<file path="src/hdl/axdr_pkg.sv">
`timescale 1ns / 1ps
// ----------------------------------------------------------------------------
// axdr_pkg
// Shared types, tag codes and the tag classification table for the A-XDR
// element stream decoder.
// ----------------------------------------------------------------------------
package axdr_pkg;

    // parser phase
    typedef enum logic [2:0] {
        PH_TAG,
        PH_SCALAR,
        PH_LEN0,
        PH_LEN81,
        PH_LEN82HI,
        PH_LEN82LO,
        PH_CONTENT
    } t_phase;

    // result kind
    typedef enum logic [1:0] {
        KIND_SCALAR,
        KIND_HEADER,
        KIND_BYTE,
        KIND_ERROR
    } t_kind;

    // error codes
    typedef enum logic [1:0] {
        ERR_NONE,
        ERR_TAG,
        ERR_LEN_FORM,
        ERR_LEN_LIMIT
    } t_err;

    // tag classes
    typedef enum logic [1:0] {
        CLS_NULL,
        CLS_SCALAR,
        CLS_STRING,
        CLS_BAD
    } t_class;

    typedef struct packed {
        t_class     cls;
        logic [3:0] nbytes;
    } t_tag_info;

    typedef struct packed {
        logic        valid;
        t_kind       kind;
        logic [7:0]  type_tag;
        logic [63:0] value;
        logic [15:0] content_length;
        t_err        error_code;
        logic        last;
    } t_result;

    // tag codes
    localparam logic [7:0] TAG_NULL        = 8'd0;
    localparam logic [7:0] TAG_BOOLEAN     = 8'd3;
    localparam logic [7:0] TAG_BIT_STRING  = 8'd4;
    localparam logic [7:0] TAG_DLONG       = 8'd5;
    localparam logic [7:0] TAG_DLONG_U     = 8'd6;
    localparam logic [7:0] TAG_OCTET_STR   = 8'd9;
    localparam logic [7:0] TAG_VISIBLE_STR = 8'd10;
    localparam logic [7:0] TAG_UTF8_STR    = 8'd12;
    localparam logic [7:0] TAG_BCD         = 8'd13;
    localparam logic [7:0] TAG_INTEGER     = 8'd15;
    localparam logic [7:0] TAG_LONG        = 8'd16;
    localparam logic [7:0] TAG_UNSIGNED    = 8'd17;
    localparam logic [7:0] TAG_LONG_U      = 8'd18;
    localparam logic [7:0] TAG_LONG64      = 8'd20;
    localparam logic [7:0] TAG_LONG64_U    = 8'd21;
    localparam logic [7:0] TAG_ENUM        = 8'd22;
    localparam logic [7:0] TAG_FLOAT32     = 8'd23;
    localparam logic [7:0] TAG_FLOAT64     = 8'd24;

    // length prefix forms
    localparam logic [7:0] LEN_LONG1 = 8'h81;
    localparam logic [7:0] LEN_LONG2 = 8'h82;

    localparam logic [15:0] MAX_LEN_RESET = 16'hFFFF;

    localparam int TDATA_W = 96;
    localparam int TUSER_W = 2;

    function automatic t_tag_info tag_info(input logic [7:0] tag);
        t_tag_info info;
        info.nbytes = 4'd0;
        case (tag)
            TAG_NULL:        info.cls = CLS_NULL;
            TAG_BOOLEAN, TAG_INTEGER, TAG_UNSIGNED, TAG_ENUM: begin
                info.cls    = CLS_SCALAR;
                info.nbytes = 4'd1;
            end
            TAG_LONG, TAG_LONG_U: begin
                info.cls    = CLS_SCALAR;
                info.nbytes = 4'd2;
            end
            TAG_DLONG, TAG_DLONG_U, TAG_FLOAT32: begin
                info.cls    = CLS_SCALAR;
                info.nbytes = 4'd4;
            end
            TAG_LONG64, TAG_LONG64_U, TAG_FLOAT64: begin
                info.cls    = CLS_SCALAR;
                info.nbytes = 4'd8;
            end
            TAG_BIT_STRING, TAG_OCTET_STR, TAG_VISIBLE_STR, TAG_UTF8_STR, TAG_BCD:
                info.cls = CLS_STRING;
            default:         info.cls = CLS_BAD;
        endcase
        return info;
    endfunction

endpackage

</file>
<file path="src/hdl/axdr_element_stream_decoder.sv">
`timescale 1ns / 1ps
// Results are registered before m_axis; one pushed while m_axis stalls waits in the skid stage.
// Throughput: one byte per cycle unless the skid stage is full.
// A result waiting on m_axis does not stop input; only a full skid stage does.
// Reset (synchronous, active low) returns the parser to tag phase, clears
// pending results and sets max_content_length to 65535.
// ----------------------------------------------------------------------------
// axdr_element_stream_decoder
// A-XDR data element decoder: tag, length prefix, scalar value and string
// content results from a byte stream.
// ----------------------------------------------------------------------------
module axdr_element_stream_decoder (
    input  logic                           i_clk,
    input  logic                           i_rst_n,
    // configuration: max_content_length
    input  logic                           i_cfg_wr_en,
    input  logic [15:0]                    i_cfg_wr_data,
    // input stream
    input  logic                           s_axis_tvalid,
    output logic                           s_axis_tready,
    input  logic [7:0]                     s_axis_tdata,   // [7:0] data_byte
    input  logic [0:0]                     s_axis_tuser,   // [0] restart
    // result stream
    output logic                           m_axis_tvalid,
    input  logic                           m_axis_tready,
    // [7:0] type_tag, [71:8] value, [87:72] content_length,
    // [89:88] error_code, [95:90] zero
    output logic [axdr_pkg::TDATA_W-1:0]   m_axis_tdata,
    output logic [axdr_pkg::TUSER_W-1:0]   m_axis_tuser,   // [1:0] kind
    output logic                           m_axis_tlast    // last
);
    import axdr_pkg::*;

    logic    accept;
    t_result res;

    assign accept = s_axis_tvalid && s_axis_tready;

    axdr_parse u_parse (
        .i_clk         (i_clk),
        .i_rst_n       (i_rst_n),
        .i_accept      (accept),
        .i_data_byte   (s_axis_tdata),
        .i_restart     (s_axis_tuser[0]),
        .i_cfg_wr_en   (i_cfg_wr_en),
        .i_cfg_wr_data (i_cfg_wr_data),
        .o_res         (res)
    );

    axdr_out_buf u_out_buf (
        .i_clk         (i_clk),
        .i_rst_n       (i_rst_n),
        .i_push        (accept && res.valid),
        .i_res         (res),
        .o_ready       (s_axis_tready),
        .m_axis_tvalid (m_axis_tvalid),
        .m_axis_tready (m_axis_tready),
        .m_axis_tdata  (m_axis_tdata),
        .m_axis_tuser  (m_axis_tuser),
        .m_axis_tlast  (m_axis_tlast)
    );

endmodule

</file>
<file path="src/hdl/axdr_parse.sv">
`timescale 1ns / 1ps
// ----------------------------------------------------------------------------
// axdr_parse
// Parser state registers and the per-byte decode: tag, length prefix,
// scalar gathering and string content, one byte per transaction.
// ----------------------------------------------------------------------------
module axdr_parse (
    input  logic              i_clk,
    input  logic              i_rst_n,
    input  logic              i_accept,
    input  logic [7:0]        i_data_byte,
    input  logic              i_restart,
    input  logic              i_cfg_wr_en,
    input  logic [15:0]       i_cfg_wr_data,
    output axdr_pkg::t_result o_res
);
    import axdr_pkg::*;

    t_phase      r_phase, n_phase;
    logic [7:0]  r_tag, n_tag;
    logic [63:0] r_acc, n_acc;
    logic [15:0] r_rem, n_rem;
    logic [15:0] r_len, n_len;
    logic [15:0] r_max_len;

    t_phase      phase_eff;
    t_tag_info   info;
    logic [15:0] len_sel;
    logic [16:0] bytes_wide;
    logic [15:0] bytes16;
    logic        over;
    logic        len_done;
    logic [15:0] rem_dec;
    logic [63:0] acc_shift;

    always_comb begin
        phase_eff = i_restart ? PH_TAG : r_phase;
        info      = tag_info(i_data_byte);
        rem_dec   = r_rem - 16'd1;
        acc_shift = {r_acc[55:0], i_data_byte};
        case (phase_eff)
            PH_LEN81:   len_sel = {8'h00, 1'b1, i_data_byte[6:0]};
            PH_LEN82LO: len_sel = {r_len[7:0], i_data_byte};
            default:    len_sel = {8'h00, i_data_byte};
        endcase
        // bit strings are sized by padded byte count
        if (r_tag == TAG_BIT_STRING) begin
            bytes_wide = ({1'b0, len_sel} + 17'd7) >> 3;
        end else begin
            bytes_wide = {1'b0, len_sel};
        end
        bytes16  = bytes_wide[15:0];
        over     = bytes_wide > {1'b0, r_max_len};
        len_done = (phase_eff == PH_LEN81) || (phase_eff == PH_LEN82LO) ||
                   ((phase_eff == PH_LEN0) && !i_data_byte[7]);
    end

    // next state
    always_comb begin
        n_phase = r_phase;
        n_tag   = r_tag;
        n_acc   = r_acc;
        n_rem   = r_rem;
        n_len   = r_len;
        if (len_done) begin
            n_len = len_sel;
            if (over) begin
                n_phase = PH_TAG;
                n_rem   = 16'd0;
            end else begin
                n_rem   = bytes16;
                n_phase = (bytes16 == 16'd0) ? PH_TAG : PH_CONTENT;
            end
        end else begin
            case (phase_eff)
                PH_SCALAR: begin
                    n_acc = acc_shift;
                    n_rem = rem_dec;
                    if (rem_dec == 16'd0) begin
                        n_phase = PH_TAG;
                    end
                end
                PH_LEN0: begin
                    if (i_data_byte == LEN_LONG1) begin
                        n_phase = PH_LEN81;
                    end else if (i_data_byte == LEN_LONG2) begin
                        n_phase = PH_LEN82HI;
                    end else begin
                        n_phase = PH_TAG;
                        n_rem   = 16'd0;
                    end
                end
                PH_LEN82HI: begin
                    n_len   = {8'h00, i_data_byte};
                    n_phase = PH_LEN82LO;
                end
                PH_CONTENT: begin
                    n_rem = rem_dec;
                    if (rem_dec == 16'd0) begin
                        n_phase = PH_TAG;
                    end
                end
                default: begin
                    n_tag = i_data_byte;
                    n_acc = 64'd0;
                    n_rem = 16'd0;
                    n_len = 16'd0;
                    case (info.cls)
                        CLS_STRING: n_phase = PH_LEN0;
                        CLS_SCALAR: begin
                            n_rem   = {12'd0, info.nbytes};
                            n_phase = PH_SCALAR;
                        end
                        default:    n_phase = PH_TAG;
                    endcase
                end
            endcase
        end
    end

    // result
    always_comb begin
        o_res                = '0;
        o_res.kind           = KIND_SCALAR;
        o_res.error_code     = ERR_NONE;
        o_res.type_tag       = (phase_eff == PH_TAG) ? i_data_byte : r_tag;
        if (len_done) begin
            o_res.valid          = 1'b1;
            o_res.content_length = len_sel;
            if (over) begin
                o_res.kind       = KIND_ERROR;
                o_res.error_code = ERR_LEN_LIMIT;
                o_res.last       = 1'b1;
            end else begin
                o_res.kind       = KIND_HEADER;
                o_res.last       = (bytes16 == 16'd0);
            end
        end else begin
            case (phase_eff)
                PH_SCALAR: begin
                    o_res.valid = (rem_dec == 16'd0);
                    o_res.value = acc_shift;
                    o_res.last  = 1'b1;
                end
                PH_LEN0: begin
                    // long forms other than 0x81 and 0x82 are malformed
                    if ((i_data_byte != LEN_LONG1) && (i_data_byte != LEN_LONG2)) begin
                        o_res.valid      = 1'b1;
                        o_res.kind       = KIND_ERROR;
                        o_res.error_code = ERR_LEN_FORM;
                        o_res.last       = 1'b1;
                    end
                end
                PH_LEN82HI: o_res.valid = 1'b0;
                PH_CONTENT: begin
                    o_res.valid          = 1'b1;
                    o_res.kind           = KIND_BYTE;
                    o_res.value          = {56'd0, i_data_byte};
                    o_res.content_length = r_len;
                    o_res.last           = (rem_dec == 16'd0);
                end
                default: begin
                    case (info.cls)
                        CLS_NULL: begin
                            o_res.valid = 1'b1;
                            o_res.last  = 1'b1;
                        end
                        CLS_BAD: begin
                            o_res.valid      = 1'b1;
                            o_res.kind       = KIND_ERROR;
                            o_res.error_code = ERR_TAG;
                            o_res.last       = 1'b1;
                        end
                        default: o_res.valid = 1'b0;
                    endcase
                end
            endcase
        end
    end

    always_ff @(posedge i_clk) begin
        if (!i_rst_n) begin
            r_phase   <= PH_TAG;
            r_tag     <= 8'd0;
            r_acc     <= 64'd0;
            r_rem     <= 16'd0;
            r_len     <= 16'd0;
            r_max_len <= MAX_LEN_RESET;
        end else begin
            if (i_accept) begin
                r_phase <= n_phase;
                r_tag   <= n_tag;
                r_acc   <= n_acc;
                r_rem   <= n_rem;
                r_len   <= n_len;
            end
            if (i_cfg_wr_en) begin
                r_max_len <= i_cfg_wr_data;
            end
        end
    end

    a_content_nonzero: assert property (@(posedge i_clk) disable iff (!i_rst_n)
        (r_phase == PH_CONTENT) |-> (r_rem != 16'd0))
        else $error("content phase with no bytes remaining");

    a_scalar_count: assert property (@(posedge i_clk) disable iff (!i_rst_n)
        (r_phase == PH_SCALAR) |-> ((r_rem != 16'd0) && (r_rem <= 16'd8)))
        else $error("scalar byte count out of range");

    a_len82_seq: assert property (@(posedge i_clk) disable iff (!i_rst_n)
        (i_accept && (phase_eff == PH_LEN82HI)) |=> (r_phase == PH_LEN82LO))
        else $error("two-byte length did not advance to low byte");

endmodule

</file>
<file path="src/hdl/axdr_out_buf.sv">
`timescale 1ns / 1ps
// ----------------------------------------------------------------------------
// axdr_out_buf
// Result register with a skid stage, so the parser keeps taking bytes while
// one result waits on the master side.
// ----------------------------------------------------------------------------
module axdr_out_buf (
    input  logic                           i_clk,
    input  logic                           i_rst_n,
    input  logic                           i_push,
    input  axdr_pkg::t_result              i_res,
    output logic                           o_ready,
    output logic                           m_axis_tvalid,
    input  logic                           m_axis_tready,
    output logic [axdr_pkg::TDATA_W-1:0]   m_axis_tdata,
    output logic [axdr_pkg::TUSER_W-1:0]   m_axis_tuser,
    output logic                           m_axis_tlast
);
    import axdr_pkg::*;

    logic    r_out_valid;
    logic    r_skid_valid;
    t_result r_out;
    t_result r_skid;
    logic    pop;

    assign pop     = r_out_valid && m_axis_tready;
    assign o_ready = !r_skid_valid;

    always_ff @(posedge i_clk) begin
        if (!i_rst_n) begin
            r_out_valid  <= 1'b0;
            r_skid_valid <= 1'b0;
        end else begin
            if (r_skid_valid) begin
                if (pop) begin
                    r_skid_valid <= 1'b0;
                end
            end else if (i_push) begin
                if (!r_out_valid || pop) begin
                    r_out_valid <= 1'b1;
                end else begin
                    r_skid_valid <= 1'b1;
                end
            end else if (pop) begin
                r_out_valid <= 1'b0;
            end
        end
    end

    always_ff @(posedge i_clk) begin
        if (r_skid_valid) begin
            if (pop) begin
                r_out <= r_skid;
            end
        end else if (i_push) begin
            if (!r_out_valid || pop) begin
                r_out <= i_res;
            end else begin
                r_skid <= i_res;
            end
        end
    end

    assign m_axis_tvalid = r_out_valid;
    assign m_axis_tdata  = {6'd0, r_out.error_code, r_out.content_length,
                            r_out.value, r_out.type_tag};
    assign m_axis_tuser  = r_out.kind;
    assign m_axis_tlast  = r_out.last;

    a_skid_behind_out: assert property (@(posedge i_clk) disable iff (!i_rst_n)
        r_skid_valid |-> r_out_valid)
        else $error("skid holds a result while output register is empty");

    a_stall_to_skid: assert property (@(posedge i_clk) disable iff (!i_rst_n)
        (i_push && o_ready && r_out_valid && !m_axis_tready) |=> r_skid_valid)
        else $error("result pushed during stall was not kept in skid stage");

    a_skid_drains: assert property (@(posedge i_clk) disable iff (!i_rst_n)
        (r_skid_valid && m_axis_tready) |=> (r_out_valid && !r_skid_valid))
        else $error("skid stage did not move to output register");

endmodule
</file>
<file path="config.mk">
export PLATFORM = sky130hd
export DESIGN_NAME = axdr_element_stream_decoder
export DESIGN_NICKNAME = d
export VERILOG_FILES = /design/src/hdl/axdr_pkg.sv /design/src/hdl/axdr_element_stream_decoder.sv /design/src/hdl/axdr_parse.sv /design/src/hdl/axdr_out_buf.sv
export SDC_FILE = /design/constraint.sdc
export NUM_CORES = 1
export LEC_CHECK = 0
export BUFFER_PORTS_ARGS = -buffer_cell sky130_fd_sc_hd__buf_2
export CAP_MARGIN = 20
export CORE_MARGIN = 2
export CORE_UTILIZATION = 62
export CTS_BUF_LIST = sky130_fd_sc_hd__clkbuf_8
export DETAILED_ROUTE_END_ITERATION = 8
export PLACE_DENSITY = 0.89
export REMOVE_ABC_BUFFERS = 1
export SYNTH_ARGS = -nofsm -noshare
export SYNTH_HDL_FRONTEND = slang
export SYNTH_HIERARCHICAL = 1
export SYNTH_SLANG_ARGS = --single-unit
export TNS_END_PERCENT = 5
</file>
<file path="constraint.sdc">
create_clock -name i_clk -period 11.7 [get_ports i_clk]
set_input_delay 2.34 -clock i_clk [delete_from_list [all_inputs] [get_ports i_clk]]
set_output_delay 2.34 -clock i_clk [all_outputs]
set_load 0.02 [all_outputs]
</file>
# Word-level counts from Yosys, hierarchy flattened
# Index checks and enable logic that the tools add are counted.
op_classes:
  n_mux: 51
  n_lt_le_gt_ge: 1
  n_reduce_logical: 40
  bitwise_logic: 5
  n_addsub: 2
  eq_ne: 38
op_table:
  columns: ["operator", "n"]
  rows:
  - ["two-way mux 93 bit", 4]
  - ["case mux 64 bit (2 select lines)", 1]
  - ["two-way mux 16 bit", 7]
  - ["case mux 56 bit (2 select lines)", 1]
  - ["== test 8 x 5 -> 1 bit (second input constant)", 8]
  - ["two-way mux 64 bit", 1]
  - ["case mux 16 bit (2 select lines)", 2]
  - ["case mux 16 bit (3 select lines)", 1]
  - ["== test 8 x 4 -> 1 bit (second input constant)", 5]
  - ["== test 8 x 3 -> 1 bit (second input constant)", 4]
  - ["zero test 16 bit", 2]
  - ["two-way mux 3 bit", 10]
  - ["two-way mux 19 bit", 1]
  - ["adder 16 x 3 -> 17 bit (second input constant)", 1]
  - ["== test 8 bit (second input constant)", 2]
  - ["greater-than comparator 16 bit", 1]
  - ["!= test 8 bit (second input constant)", 2]
  - ["case mux 4 bit (4 select lines)", 1]
  - ["subtractor 16 x 1 -> 16 bit (second input constant)", 1]
  - ["AND reduction 3 bit", 5]
  - ["OR reduction 3 bit", 5]
  - ["case mux 2 bit (3 select lines)", 2]
  - ["OR reduction 12 bit", 1]
  - ["two-way mux 1 bit", 10]
  - ["29 further kinds", 59]
totals:
  elab_cells: 157
  register_bits: 303

# Logic depth before layout (Yosys ltp)
# Gate-level depths: netlist of run 1.
logic_depth:
  word_depth: 11
  depth_mapped: 17

# Modules after synthesis
# Netlist of run 1, hierarchy kept.
by_module_without_submodules:
  columns: ["mod", "seq_area_each_um2", "cells_per_inst", "area_each_um2", "instances"]
  rows:
  - ["axdr_out_buf", 5625.4, 311, 6939.2, 1]
  - ["axdr_parse", 2302.2, 956, 6859.1, 1]
  - ["axdr_element_stream_decoder", 0.0, 2, 12.5, 1]

# Worst setup path after synthesis of run 1
# No wires, ideal clock.
synth_path:
  path_kind: "in2reg"
  start: "in s_axis_tdata[3]"
  end: "reg u_out_buf.r_out (netlist bit u_out_buf/m_axis_tdata[0]) (enable)"
  n_path_buf: 2
  path_slack_ns: 2.413
  stages: 13
  arrival_ns: 8.711
  cell_sequence: "clkbuf_1 clkbuf_1 nand3b_1 a21oi_1 a21oi_1 nor3_1 inv_1 ha_1 a211oi_1 o211ai_1 and3_1 mux2i_1 a21oi_1"
synth_rtl:
  columns: ["element", "line_no", "text"]
  rows:
  - ["from (decl)", "axdr_element_stream_decoder.sv:21", "input logic [7:0] s_axis_tdata,"]
  - ["to (signal assigned)", "axdr_out_buf.sv:54", "r_out <= r_skid;"]
  - ["to (signal assigned)", "axdr_out_buf.sv:58", "r_out <= i_res;"]
  - ["to (decl)", "axdr_out_buf.sv:23", "t_result r_out;"]

==> results of run 1 <==
## cells by family (layout without fill, tap and decap cells)
family                   after synthesis  in the layout  synth area share (%)
adder cells (fa/ha/maj)               22             22                  1.99
multiplexers                         106            106                  9.04
flip-flops                           303            303                  57.4
AO/OA/AOI/OAI                        241            241                  10.5
XOR/XNOR                              16             16                  1.07
other                                  1              6                0.0272
AND/OR/NAND/NOR                      452            452                  15.9
buffers and inverters                128            256                  4.08
## cell type report
class	count	area [µm²]
clock buffer	57	785
multi-input combinational	843	5370
clock inverter	31	220
tap	280	350
inverter	32	120
sequential	303	7930
fill	1541	6330
timing repair buffer	136	712
## routing by layer
| metal | up-vias | wire, µm | global-route usage, % |
|---|---|---|---|
| met2 | 462 | 14600 | 41.6 |
| met3 | 63 | 2560 | 5.02 |
| met1 | 4834 | 13300 | 36.8 |
| met5 | - | 0 | 0 |
| li1 | 4727 | - | - |
| met4 | 0 | 751 | 8.51 |
## synthesized netlist by cell type (4+ instances only)
cell,count
nor3_1,20
buf_4,7
a22oi_1,7
buf_6,4
or4_1,4
o21ai_0,34
o31ai_1,7
nor2_1,55
dfxtp_1,117
buf_2,12
edfxtp_1,186
or3_1,5
or2_2,4
mux2i_1,7
inv_1,31
xor2_1,8
mux2_4,17
and2_1,64
ha_1,22
nand3_1,34
a21oi_1,120
a21o_1,4
mux2_2,82
a211oi_1,6
clkbuf_1,67
a22o_1,7
nor4_1,9
o211ai_1,20
and4_1,4
buf_1,5
nand4_1,8
xnor2_1,7
nand2_1,207
and3_1,4
nand3b_1,6
nor2b_1,5
nand2b_1,8
a31oi_1,8
## power by group through the flow
stage               sequential [mW]  combinational, mW  clock [mW]
floorplan                      1.32              0.150           0
global placement               1.26              0.310           0
detailed placement             1.27              0.317           0
CTS                            1.24              0.318       0.934
global route                   1.25              0.344       0.986
finish                         1.24              0.319       0.917
## worst reg2reg max path, stage by stage (launching register included)
cell and delay, ps:
dfxtp_1 780, nand4bb_1 420, nor4_2 570, nand4_1 180
xor2_1 180, a21oi_1 290, ha_1 330, a21o_1 180
a21oi_1 140, o211ai_1 100, o21ai_0 150, a22oi_1 160
nor2b_1 590, buf_6 230, o32ai_1 100, mux2_2 270
## sequential cells by signal, summed over array words and instances (netlist names)
register / count
u_parse/r_phase: 3
u_out_buf/m_axis_tdata: 90
u_out_buf/m_axis_tuser: 2
u_parse/r_max_len: 16
u_parse/r_len: 16
u_out_buf/r_skid: 93
u_parse/r_rem: 16
u_parse/r_acc: 56
u_parse/r_tag: 8
u_out_buf/m_axis_tvalid: 1
u_out_buf/m_axis_tlast: 1
u_out_buf/r_skid_valid: 1
## final timing paths
path	startpoint	endpoint	slack (ps)
min	u_parse/r_acc[7]	u_parse/r_acc[7]	450
max	s_axis_tuser	u_out_buf/m_axis_tuser[1]	5610
max reg2reg	u_parse/r_phase[0]	u_out_buf/m_axis_tuser[1]	6770
min reg2reg	u_parse/r_acc[7]	u_parse/r_acc[7]	450
==> key figures, run 1 <==
Status
  • Status: complete, no violations

Clocking
  • H-tree levels: 2
  • Worst-path clk slew: 60 ps
  • Total CTS buffers: 47
  • Hold_buf cts: 0
  • CTS resizes: 0
  • Worst skew pair latency: 570 ps
  • Setup bufs post-CTS: 0
  • CTS tree: yes
  • Clock root buffer master: clkbuf_8
  • CTS sink count: 303
  • CTS Buffer Depth: 3

Cells and area
  • Fin util: 71.0%
  • Commonest non-fill, non-tap cell in the layout: nand2_1
  • Final Cell Area: 15,500 µm²
  • Fraction of layout cells with a size suffix above 1: 23.3%
  • Area growth syn-to-layout: 12.2%
  • Antenna cells: 0
  • Nets: 1,415
  • Most frequent cells in the layout: 207 x nand2_1, 186 x edfxtp_1, 125 x buf_2
  • Non-filler cells, final: 1,682

Die
  • Die area: 23,500 µm²
  • Total core area: 21,800 µm²
  • Top Ports: 131
  • Die Span Y: 153 µm
  • Row cnt: 54
  • Die W: 153 µm
  • Starting Density: 63.3%

Worst setup path
  • Kind of end point of the critical path: flip-flop
  • Crit path max fanout: 14
  • Worst Path Required: 12,020 ps
  • Setup Crit Path Kind: in -> reg
  • Cell Chain, Critical Path: buf_2 > nand4bb_1 > nor4_2 > nand4_1 > xor2_1 > a21oi_1 > ha_1 > a21o_1 > a21oi_1 > o211ai_1 > o21ai_0 > a22oi_1 > nor2b_1 > buf_6 > o32ai_1 > mux2_2
  • Arr. time, crit path: 6410 ps
  • Buf/Inv on CP: 2
  • Top cell family by delay on the critical path: simple AND/OR/NAND/NOR gates
  • Most common cell on crit path: a21oi_1
  • Reg2reg path depth: 15
  • Crit-path max cell delay: 590 ps
  • Worst setup SP type: primary input
  • Worst path slowest cell: nor2b_1
  • CP Depth: 16

Drt
  • Drt drc: 0
  • Via-to-Cell Ratio: 6.00
  • Starting DRC count in detailed routing: 918
  • Via Count: 10,086
  • Routed wire length per instance: 18.6 µm
  • First-pass detailed-route iteration total: 6
  • WL final: 31,200 µm
  • Post-DRT Antenna Nets: 0

Timing
  • Final Hold Slack: 449 ps
  • Setup TNS: 0 ps
  • Max transition margin: 32.2%
  • Final worst path period share: 52.0%
  • Min cycle time layout: 6090 ps
  • Least-Margin Pin Slew: 1020 ps
  • Final setup fails: 0
  • Hold Vio Cnt, Final: 0
  • Slew Limit Fails: 0
  • F_max: 164 MHz
  • Post-Route Skew: 20.5 ps
  • Unrepaired setup endpoints after global routing: false
  • Final setup margin: 5610 ps

Synth
  • Ys async rst share: 0%
  • Synth Flop Type: edfxtp_1
  • Sequential area share after synthesis: 57.4%
  • Synth unique cells: 73
  • Yosys Warn Count: 6
  • Yosys top cell area share: 40.4%
  • Mapped cell area: 13,800 µm²
  • Seq cells post-synth: 303
  • Number of flops mapped to enable cells by yosys: 186
  • Syn Inst Count: 1,269
  • Area leader, netlist: edfxtp_1
  • Top cells by area, synth: edfxtp_1 40%, dfxtp_1 17%, mux2_2 6.7%
  • Mean Syn Cell Area: 10.9 µm²

Pwr
  • Int Pwr: 1.82 mW
  • Switching power total: 0.656 mW
  • Total power: 2.48 mW
  • Cell leakage power: 5.87 nW
  • Maximum vdd drop: 0.0961 mV
  • Clock power frac: 37.0%
  • Flop pwr share: 50.1%
  • Comb pwr share: 12.9%
  • Pwr dens: 160 nW/µm²
  • Sw frac: 26.4%

Flow run
  • Max_cap viols: 0

Placed design
  • Post-Place Setup Slack: 5100 ps
  • Cell Area, Placed: 14,500 µm²
  • Placed insts: 1,593
  • I/O Buffers: 124
  • Hpwl dp: 20,200 µm
  • GPL Wtd Cong: 0.905

GRT
  • Number of global-route vias before repair: 9,553
  • Global-route wire length before repair: 50,300 µm
  • Largest net degree at the start of global routing: 87
  • All-Layer GR Usage: 26.2%
  • Initial antenna violation count: 0
  • Total grt overflow: 0

Min path
  • Hold-critical path depth: 2
  • Worst min path class: reg -> reg
Power figures use the tool's default switching activity.
==> run 2: changes to the inputs <==
Settings changed: ABC_AREA set to 1, CORE_UTILIZATION 62 to 56, PLACE_DENSITY 0.89 to 0.85.
Clock period 11.7 ns to 5.25 ns, I/O delays scaled along.
==> run 2 against run 1 <==
  * Sequential share of layout area rose by 0.50 points
  * Critical endpoint is now u_out_buf/m_axis_tdata[23]
  * First-iteration DRC count is 13% higher
  * Clock-buffer cell count shrank 1
  * Flip-flop and latch count did not move
  * Cell area decreased by 0.97%
  * Register-to-register slack got worse by 5200 ps
  * Critical path type unchanged
  * Sequential power increased by 130%
  * Global-route usage down 1.8 points
==> key figures, run 2 <==
Status
  • Status: complete, no violations

Timing
  • Max transition margin: 30.4% (-1.8 points)
  • Slew Limit Fails: 0 (unchanged)
  • Setup TNS: 0 ps (unchanged)
  • Post-Route Skew: 28.7 ps (+8.24 ps)
  • Final worst path period share: 72.1%
  • Hold Vio Cnt, Final: 0 (unchanged)
  • Final setup fails: 0 (unchanged)
  • Least-Margin Pin Slew: 1040 ps (+19.6 ps)
  • Unrepaired setup endpoints after global routing: false
  • Min cycle time layout: 3790 ps
  • Final setup margin: 1460 ps (-4150 ps)
  • F_max: 264 MHz

Worst setup path
  • CP startpoint: s_axis_tdata[3]
  • Kind of end point of the critical path: flip-flop
  • Worst setup SP type: primary input
  • Critical path endpoint: u_out_buf/m_axis_tdata[23]
  • Crit path max fanout: 80 (+66)
  • Reg2reg path depth: 17 (+2)
  • Worst Path Required: 5450 ps (-6570 ps)
  • Critical R2R Launch: u_parse/r_rem[0]
  • Flop-to-flop setup slack: 1560 ps (-5210 ps)
  • Arr. time, crit path: 3980 ps (-2430 ps)
  • FF-to-FF End: u_out_buf/m_axis_tdata[23]
  • Setup Crit Path Kind: in -> reg

Drt
  • Top Layer Used: met4
  • Via Count: 10,644 (+5.5%)
  • DRT met1 WL: 13,400 µm (+1.0%)
  • Via-to-Cell Ratio: 5.31 (-11%)
  • WL final: 31,700 µm (+1.6%)
  • First-pass detailed-route iteration total: 6 (unchanged)
  • Drt drc: 0 (unchanged)
  • Met2 wire length: 15,300 µm (+4.8%)
  • Routed wire length per instance: 15.8 µm (-15%)
  • Starting DRC count in detailed routing: 1,041 (+13%)
  • Post-DRT Antenna Nets: 0 (unchanged)
  • WL met3: 2060 µm (-20%)

Pwr
  • Clock power frac: 32.9% (-4.1 points)
  • Flop pwr share: 50.5% (+0.4 points)
  • Comb pwr share: 16.6% (+3.7 points)
  • Maximum vdd drop: 0.200 mV (+110%)
  • Int Pwr: 4.02 mW (+120%)
  • Cell leakage power: 6.72 nW (+15%)
  • Total power: 5.70 mW (+130%)
  • Switching power total: 1.68 mW (+160%)
  • Pwr dens: 371 nW/µm² (+130%)
  • Sw frac: 29.4% (+3.0 points)

Die
  • Die W: 160 µm (+4.6%)
  • Die area: 25,700 µm² (+9.3%)
  • Starting Density: 56.5% (-6.7 points)
  • Row cnt: 57 (+5.6%)
  • Total core area: 24,200 µm² (+11%)
  • Die Span Y: 160 µm (+4.6%)
  • Top Ports: 131 (unchanged)

GRT
  • Number of global-route vias before repair: 10,153 (+6.3%)
  • Initial antenna violation count: 1 (+1)
  • Total grt overflow: 0 (unchanged)
  • Largest net degree at the start of global routing: 98 (+13%)
  • Global-route wire length before repair: 51,000 µm (+1.4%)
  • All-Layer GR Usage: 24.4% (-1.8 points)

Clocking
  • Clock root buffer master: clkbuf_8
  • Worst-path clk slew: 70 ps (about the same)
  • CTS resizes: 0 (unchanged)
  • Hold_buf cts: 0 (unchanged)
  • Total CTS buffers: 47 (unchanged)
  • CTS tree: yes
  • CTS Buffer Depth: 3 (unchanged)
  • Worst skew pair latency: 570 ps (about the same)
  • Setup bufs post-CTS: 0 (unchanged)
  • CTS sink count: 303 (unchanged)
  • H-tree levels: 2 (unchanged)

Synth
  • Number of flops mapped to enable cells by yosys: 186 (unchanged)
  • Syn Inst Count: 1,526 (+20%)
  • Top cells by area, synth: edfxtp_1 41%, dfxtp_1 17%, nand2_1 12%
  • Yosys top cell area share: 40.9% (+0.41 points)
  • Count leader, synth: nand2_1
  • Sequential area share after synthesis: 58.0% (+0.58 points)
  • Synth unique cells: 48 (-34%)
  • Area leader, netlist: edfxtp_1
  • Mapped cell area: 13,700 µm² (-1.0%)
  • Synth Flop Type: edfxtp_1
  • Post-synth top cells: 431 x nand2_1, 186 x edfxtp_1, 143 x nor2_1, 139 x inv_1, 121 x a21oi_1
  • Yosys Warn Count: 6 (unchanged)
  • Ys async rst share: 0% (unchanged)
  • Mean Syn Cell Area: 8.96 µm² (-18%)
  • Seq cells post-synth: 303 (unchanged)

Placed design
  • Hpwl dp: 21,100 µm (+4.8%)
  • Placed insts: 1,913 (+20%)
  • GPL Wtd Cong: 0.958 (+5.8%)
  • Post-Place Setup Slack: 985 ps (-4120 ps)
  • Cell Area, Placed: 14,400 µm² (-0.49%)
  • I/O Buffers: 124 (unchanged)

Cells and area
  • Largest register FFs: 93 (unchanged)
  • Most frequent cells in the layout: 430 x nand2_1, 186 x edfxtp_1, 160 x inv_1
  • Final Cell Area: 15,300 µm² (-0.97%)
  • Non-filler cells, final: 2,003 (+19%)
  • Filler cells: 1,936 (+26%)
  • Area growth syn-to-layout: 12.2% (about the same)
  • Largest Register: u_out_buf/r_skid
  • Commonest non-fill, non-tap cell in the layout: nand2_1
  • Fraction of layout cells with a size suffix above 1: 15.3% (-7.9 points)
  • Nets: 1,691 (+20%)

Min path
  • Worst min path class: reg -> reg

Flow run
  • Max_cap viols: 0 (unchanged)
[run 2: worst min-delay path by stage]
| stage | start | cells after the start | to |
|---|---|---|---|
| detailed placement | u_parse/r_acc[18] | 2 | u_parse/r_acc[18] |
| global route | u_parse/r_acc[15] | 2 | u_parse/r_acc[15] |
| finish | u_parse/r_acc[18] | 2 | u_parse/r_acc[18] |
| CTS | u_parse/r_acc[15] | 2 | u_parse/r_acc[15] |
| global placement | u_parse/r_len[14] | 2 | u_parse/r_len[14] |
| floorplan | u_parse/r_len[14] | 2 | u_parse/r_len[14] |
[run 2: through the flow]
stage                     util [%]  hold WS (ps)
final                         63.5           453
after CTS                     63.4           454
after detailed placement      59.6           445
after global placement        59.6           439
after global routing          63.5           473
after floorplan                  -           424
[run 2: cell families (layout without fill, tap and decap cells)]
| family | after synthesis | after routing | share of synthesized area (%) |
|---|---|---|---|
| simple gates | 670 | 670 | 20.1 |
| flops | 303 | 303 | 58.0 |
| compound gates | 288 | 288 | 11.6 |
| buf+inv | 230 | 377 | 7.46 |
| fa+ha+maj | 22 | 22 | 2.01 |
| xor+xnor | 12 | 12 | 0.769 |
| other cells | 1 | 7 | 0.0274 |
[run 2: cell type report]
cell class	count	area, µm²	area share, %
diodes	1	2.50	0.0163
clock buffers	56	771	5.02
clock inverters	32	145	0.946
inverters	151	571	3.72
multi-input cells	998	4760	31.0
flip-flops and latches	303	7930	51.7
well taps	324	405	2.64
repair buffers	138	758	4.94
[run 2: worst max-delay path, stage by stage]
cell	delay, ps
buf_2	200
inv_1	150
nor2_1	210
nor2_1	100
nor4_1	400
nor2_1	80
nand3_1	140
ha_1	170
a21oi_1	120
o2111ai_1	100
inv_1	70
nor2_2	100
inv_1	60
nand2_1	90
inv_1	80
nor2_4	390
buf_12	410
[run 2: per-layer routing]
metal / global-route usage [%] / up-vias
li1: - / 5253
met1: 31.9 / 4892
met2: 41.8 / 423
met3: 3.61 / 76
met4: 8.72 / 0
met5: 0 / -
[run 2: power by group through the flow]
stage / logic, mW / clock network [mW] / registers (mW)
final: 0.946 / 1.87 / 2.88
after global routing: 1.04 / 2.01 / 2.90
after CTS: 0.941 / 1.91 / 2.88
after detailed placement: 0.935 / 0 / 2.93
after global placement: 0.916 / 0 / 2.92
after floorplan: 0.476 / 0 / 3.07
